--- config.mk ---
export PLATFORM = sky130hd
export DESIGN_NAME = double_header_frame_extractor_top
export DESIGN_NICKNAME = d
export VERILOG_FILES = /design/src/hdl/dhfe_pkg.sv /design/src/hdl/dhfe_in_reg.sv /design/src/hdl/dhfe_parser.sv /design/src/hdl/double_header_frame_extractor_top.sv
export SDC_FILE = /design/constraint.sdc
export NUM_CORES = 1
export LEC_CHECK = 0
export BUFFER_PORTS_ARGS = -buffer_cell sky130_fd_sc_hd__buf_4
export CORE_MARGIN = 1.5
export CORE_UTILIZATION = 25
export CTS_CLUSTER_DIAMETER = 60
export DETAILED_ROUTE_END_ITERATION = 10
export HOLD_SLACK_MARGIN = 0.1
export REMOVE_ABC_BUFFERS = 1
export SLEW_MARGIN = 10
export SYNTH_ARGS = -nofsm -noshare
export SYNTH_HDL_FRONTEND = slang
export SYNTH_SLANG_ARGS = --single-unit
--- constraint.sdc ---
create_clock -name i_clk -period 3.8 [get_ports i_clk]
set_clock_uncertainty 0.2 [all_clocks]
set_input_delay 1.14 -clock i_clk [delete_from_list [all_inputs] [get_ports i_clk]]
set_output_delay 1.14 -clock i_clk [all_outputs]
set_load 0.01 [all_outputs]
--- src/hdl/dhfe_pkg.sv ---
package dhfe_pkg;

    // Header bytes open a frame, footer bytes close it.
    localparam logic [7:0] HDR_BASE  = 8'h5B;
    localparam logic [7:0] HDR_LAST  = 8'h5D;
    localparam logic [7:0] FTR_BASE  = 8'h2B;

    // Frame layout: two header bytes, six payload bytes, one footer byte.
    localparam int unsigned FRAME_LEN   = 9;
    localparam int unsigned PAYLOAD_W   = 48;
    localparam logic [3:0]  BODY_FIRST  = 4'd2;
    localparam logic [3:0]  FOOTER_IDX  = 4'(FRAME_LEN - 1);

    // Parser phases.
    typedef enum logic [1:0] {
        PH_SEARCH = 2'd0,
        PH_WAIT   = 2'd1,
        PH_BODY   = 2'd2
    } t_phase;

    // One received byte travelling from the input register to the parser.
    typedef struct packed {
        logic       valid;
        logic [7:0] data;
    } t_byte_word;

endpackage

--- src/hdl/dhfe_in_reg.sv ---
module dhfe_in_reg
    import dhfe_pkg::*;
(
    input  logic       i_clk,
    input  logic       i_rst_n,
    input  logic       i_in_valid,
    output logic       o_in_stall,
    input  logic [7:0] i_rx_byte,
    input  logic       i_ready,
    output t_byte_word o_word
);

    logic       r_valid;
    logic [7:0] r_byte;

    // The register frees up whenever the parser takes its word.
    assign o_in_stall = r_valid && !i_ready;

    // Valid flag of the input register.
    always_ff @(posedge i_clk) begin
        if (!i_rst_n) begin
            r_valid <= 1'b0;
        end else if (!o_in_stall) begin
            r_valid <= i_in_valid;
        end
    end

    // Byte capture on acceptance; no reset needed for the data.
    always_ff @(posedge i_clk) begin
        if (i_in_valid && !o_in_stall) begin
            r_byte <= i_rx_byte;
        end
    end

    assign o_word.valid = r_valid;
    assign o_word.data  = r_byte;

endmodule

--- src/hdl/dhfe_parser.sv ---
module dhfe_parser
    import dhfe_pkg::*;
(
    input  logic                 i_clk,
    input  logic                 i_rst_n,
    input  t_byte_word           i_word,
    output logic                 o_ready,
    output logic                 o_out_valid,
    input  logic                 i_out_stall,
    output logic [1:0]           o_frame_kind,
    output logic [PAYLOAD_W-1:0] o_payload
);

    t_phase               r_phase, n_phase;
    logic [3:0]           r_count, n_count;
    logic [1:0]           r_kind, n_kind;
    logic [PAYLOAD_W-1:0] r_store, n_store;
    logic                 r_out_valid, n_out_valid;
    logic [1:0]           r_out_kind;
    logic [PAYLOAD_W-1:0] r_out_payload;

    logic       fire;
    logic       is_hdr;
    logic       hit;
    logic [7:0] b;
    logic [7:0] kind_ext;
    logic [2:0] slot;

    // The result register can take a word when empty or being emptied.
    assign o_ready  = !r_out_valid || !i_out_stall;
    assign fire     = i_word.valid && o_ready;
    assign b        = i_word.data;
    assign is_hdr   = (b >= HDR_BASE) && (b <= HDR_LAST);
    assign kind_ext = {6'd0, r_kind};
    assign slot     = 3'(r_count - BODY_FIRST);

    // Next state of the frame parser for the byte in the input register.
    always_comb begin
        n_phase = r_phase;
        n_count = r_count;
        n_kind  = r_kind;
        n_store = r_store;
        hit     = 1'b0;
        if (fire) begin
            unique case (r_phase)
                PH_WAIT: begin
                    if (b == HDR_BASE + kind_ext) begin
                        n_count = BODY_FIRST;
                        n_phase = PH_BODY;
                    end else if (is_hdr) begin
                        n_kind = 2'(b - HDR_BASE);
                    end else begin
                        n_phase = PH_SEARCH;
                    end
                end
                PH_BODY: begin
                    if (r_count >= FOOTER_IDX) begin
                        hit     = (b == FTR_BASE + kind_ext);
                        n_phase = PH_SEARCH;
                        n_count = 4'd0;
                    end else begin
                        if (r_count >= BODY_FIRST) begin
                            n_store[{slot, 3'b000} +: 8] = b;
                        end
                        n_count = r_count + 4'd1;
                    end
                end
                default: begin
                    if (is_hdr) begin
                        n_kind  = 2'(b - HDR_BASE);
                        n_phase = PH_WAIT;
                    end else begin
                        n_phase = PH_SEARCH;
                    end
                end
            endcase
        end
    end

    // Result valid: set by a matching footer, cleared once taken.
    always_comb begin
        n_out_valid = r_out_valid;
        if (fire) begin
            n_out_valid = hit;
        end else if (!i_out_stall) begin
            n_out_valid = 1'b0;
        end
    end

    // Control state.
    always_ff @(posedge i_clk) begin
        if (!i_rst_n) begin
            r_phase     <= PH_SEARCH;
            r_count     <= 4'd0;
            r_kind      <= 2'd0;
            r_out_valid <= 1'b0;
        end else begin
            r_phase     <= n_phase;
            r_count     <= n_count;
            r_kind      <= n_kind;
            r_out_valid <= n_out_valid;
        end
    end

    // Payload store and result fields.
    always_ff @(posedge i_clk) begin
        r_store <= n_store;
        if (hit) begin
            r_out_kind    <= r_kind;
            r_out_payload <= r_store;
        end
    end

    assign o_out_valid  = r_out_valid;
    assign o_frame_kind = r_out_kind;
    assign o_payload    = r_out_payload;

endmodule

--- src/hdl/double_header_frame_extractor_top.sv ---
// The footer byte passes the input register; the parser then sets the result
// register. Throughput: one byte per cycle while o_in_stall is low; the input
// and result registers let a byte enter while a finished frame waits downstream.
// Reset: synchronous, active low; clears the parser phase, byte count,
// header kind and both valid flags; the payload registers are not reset.
module double_header_frame_extractor_top
    import dhfe_pkg::*;
(
    input  logic                 i_clk,
    input  logic                 i_rst_n,
    input  logic                 i_in_valid,
    output logic                 o_in_stall,
    input  logic [7:0]           i_rx_byte,
    output logic                 o_out_valid,
    input  logic                 i_out_stall,
    output logic [1:0]           o_frame_kind,
    output logic [PAYLOAD_W-1:0] o_payload
);

    t_byte_word word;
    logic       ready;

    // Input register.
    dhfe_in_reg u_in_reg (
        .i_clk      (i_clk),
        .i_rst_n    (i_rst_n),
        .i_in_valid (i_in_valid),
        .o_in_stall (o_in_stall),
        .i_rx_byte  (i_rx_byte),
        .i_ready    (ready),
        .o_word     (word)
    );

    // Frame parser with the result register.
    dhfe_parser u_parser (
        .i_clk        (i_clk),
        .i_rst_n      (i_rst_n),
        .i_word       (word),
        .o_ready      (ready),
        .o_out_valid  (o_out_valid),
        .i_out_stall  (i_out_stall),
        .o_frame_kind (o_frame_kind),
        .o_payload    (o_payload)
    );

endmodule

==> impl_results.md <==
* Worst hold path class: reg2reg
* Register area share after synthesis at 75.49%
* Vias in the first global route at around 2300
* Clock Latency Late Sink at ~400 ps
* Initial antenna violation count at 0
* Nature of the critical path endpoint: output pin
* Initial core utilization at 25.73%
* Most common cell after layout, fill and taps aside: edfxtp_1
* EDFF count, synth at about 110
* Final worst path period share at 77.82%
* Core Region at 17420 um^2
* Routability cong. at ~0.73
* DIE AREA at about 19000 um^2
* Global-route wire length before repair at approximately 13 mm
* FF+latch count, synth at around 120
* ANT cells at 0
* Final hold violations at 0
* Post-DP HPWL at approximately 5.7 mm
* Final Setup Violations at 0
* Die width at roughly 140 um
* DP Worst Slack at about 830 ps
* Total power at about 2.9 mW
* Synth Instances at 270
* Max rail drop VDD at approximately 0.31 mV
* Filler Cell Count at roughly 1700
* Largest net degree at the start of global routing at a little under 50
* Synthesized area at between 4000 and 5000 um^2
* Synth cell types at 44
* Fin crit period at slightly below 3000 ps
* R2r setup slk at about 1200 ps
* Worst-Margin Slew at 718.2 ps
* Cell with the most instances on the worst path: buf_4
* PnR worst setup slack at 842.7 ps
* Via count at around 2400
* Clock sinks at 116
* FFs w/ async S/R, synth at 0%
* Hold_buf cts at 0
* Row count at between 40 and 50
* Final ANT Viol Nets at 0
* Setup_tns at 0 ps
* Share of layout cells above drive strength 1 at between 30% and 40%
* Crit Path Max Fanout at 4
* # IOs at 64
* Routed len/inst at roughly 14 um
* DRC at 0
* Hold Slack at 217.3 ps
* RSZ-0062 raised after global routing: no
* Vias/cell at roughly 4.1
* Post-CTS setup buffer count at 0
* Fmax at approximately 340 MHz
* Synthesis Warnings at 0
* Delay of the slowest critical-path stage at ~200 ps
* DIE HEIGHT at around 140 um
* CP Cell Sequence: buf_4 -> and3_1 -> buf_4
* Grt total ovfl at 0
* Total number of H-tree levels at 4
* MaxCap Viol Count at 0
* Clk root buf: clkbuf_16
* Drt pass-1 iters at 4
* Worst EP required at around 2500 ps
* CTS-repair resized insts at 0
* Worst-path clk slew at about 50 ps
* Synth-to-Final Area Change at 29.87%
* Max-slew violation count at 0
* Slowest CP cell: and3_1
* Final net count at roughly 380
* Most used DFF post-synth: edfxtp_1
* Crit Path Class: in2out
* P_leak at 2.080 nW
* Mapped Avg Cell Area at about 17 um^2
* I/O Buffers at 63
* Routed WL at approximately 8.4 mm
* CP Launch Type: primary input
* Worst slew margin at between 50 and 60%
* WP data arrival at ~1600 ps
* CTS tree: done
* Drt initial violations at 107
* Pwr per Cell Area at 505.4 nW/um^2
* Max clock buf depth at 2
* Status: complete, no violations
* Inst Count DP at around 560
* Num CTS Buffers at 17
* Most frequent cells in the layout: edfxtp_1 (106), buf_4 (66), and2_1 (36)
* GRT Resource Usage Total at 9.325%
* Non-Filler Instances at 589
==> final timing paths <==
| kind | start | to | depth (start not counted) |
|---|---|---|---|
| setup / recovery | i_out_stall | o_in_stall | 3 |
| hold reg to reg | u_parser.r_store[5] | u_parser.o_payload[5] | 0 |
| hold / removal | u_parser.r_store[5] | u_parser.o_payload[5] | 0 |
| setup reg to reg | u_parser.r_count[1] | u_parser.r_store[24] | 5 |
==> power by group <==
part | internal, mW | total, mW | switching (mW)
Sequential | 1.38 | 1.40 | 0.0208
Clock | 0.960 | 1.50 | 0.538
Combinational | 0.0187 | 0.0390 | 0.0204
==> worst max-delay path, delay by kind of cell <==
family                 cells  cell delay, ps
AND/OR/NAND/NOR            1             200
buffers and inverters      2             280
==> cells in the mapped netlist (all sizes together), types with 2 or more instances <==
library cell / n / area, um^2
nor3: 11 / 60.06
clkbuf: 2 / 7.510
buf: 3 / 23.77
o22ai: 2 / 26.28
and2: 42 / 270.3
xor2: 3 / 33.79
dfxtp: 10 / 200.2
nand2b: 3 / 18.77
ha: 14 / 175.2
a21oi: 3 / 15.01
and3: 2 / 12.51
nor2b: 5 / 31.28
nor2: 6 / 25.03
nand3: 5 / 30.03
nand2: 14 / 52.55
edfxtp: 106 / 3183
mux2i: 5 / 50.05
nand3b: 2 / 15.01
nor4: 6 / 50.04
inv: 11 / 41.29
==> routing by layer <==
layer / track usage (%) / vias up / part of all wire, %
met1: 10.81 / 1152 / 43
met3: 3.222 / 8 / 5.9
met2: 15.88 / 64 / 50
li1: - / 1162 / -
met4: 3.509 / 0 / 1.0
met5: 0 / - / 0
==> per-stage QoR <==
step	util, %	area, um^2
floorplan	-	4451
global placement	30.17	5254
detailed placement	30.17	5254
CTS	33.42	5821
global route	33.42	5821
finish	33.42	5821
==> flip-flops by register name (all words and copies together), names as in the netlist <==
| signal | flops |
|---|---|
| u_parser.o_payload | 48 |
| u_parser.r_store | 48 |
| u_in_reg.r_byte | 8 |
| u_parser.r_count | 4 |
| u_parser.o_frame_kind | 2 |
| u_parser.r_kind | 2 |
| u_parser.r_phase | 2 |
| u_in_reg.r_valid | 1 |
| u_parser.o_out_valid | 1 |
==> kinds of logic (layout without fill, tap and decap cells) <==
kind of cell / Yosys count / count (layout) / share of synthesized area, %
AO/OA/AOI/OAI: 13 / 13 / 2.569
AND/OR/NAND/NOR: 102 / 102 / 14.21
adder cells (fa/ha/maj): 14 / 14 / 3.908
XOR/XNOR: 3 / 3 / 0.7539
multiplexers: 6 / 6 / 1.452
buffers and inverters: 16 / 110 / 1.619
flip-flops: 116 / 116 / 75.49
==> area by class of cell <==
cell class / instances / area [um^2] / share of cell area [%]
clock buffers: 19 / 432.9 / 7.438
multi-input cells: 138 / 1032 / 17.73
repair buffers: 67 / 515.5 / 8.856
inverters: 11 / 41.29 / 0.7094
clock inverters: 13 / 133.9 / 2.300
flip-flops and latches: 116 / 3383 / 58.13
well taps: 225 / 281.5 / 4.837
(Power assumes the default switching activity.)
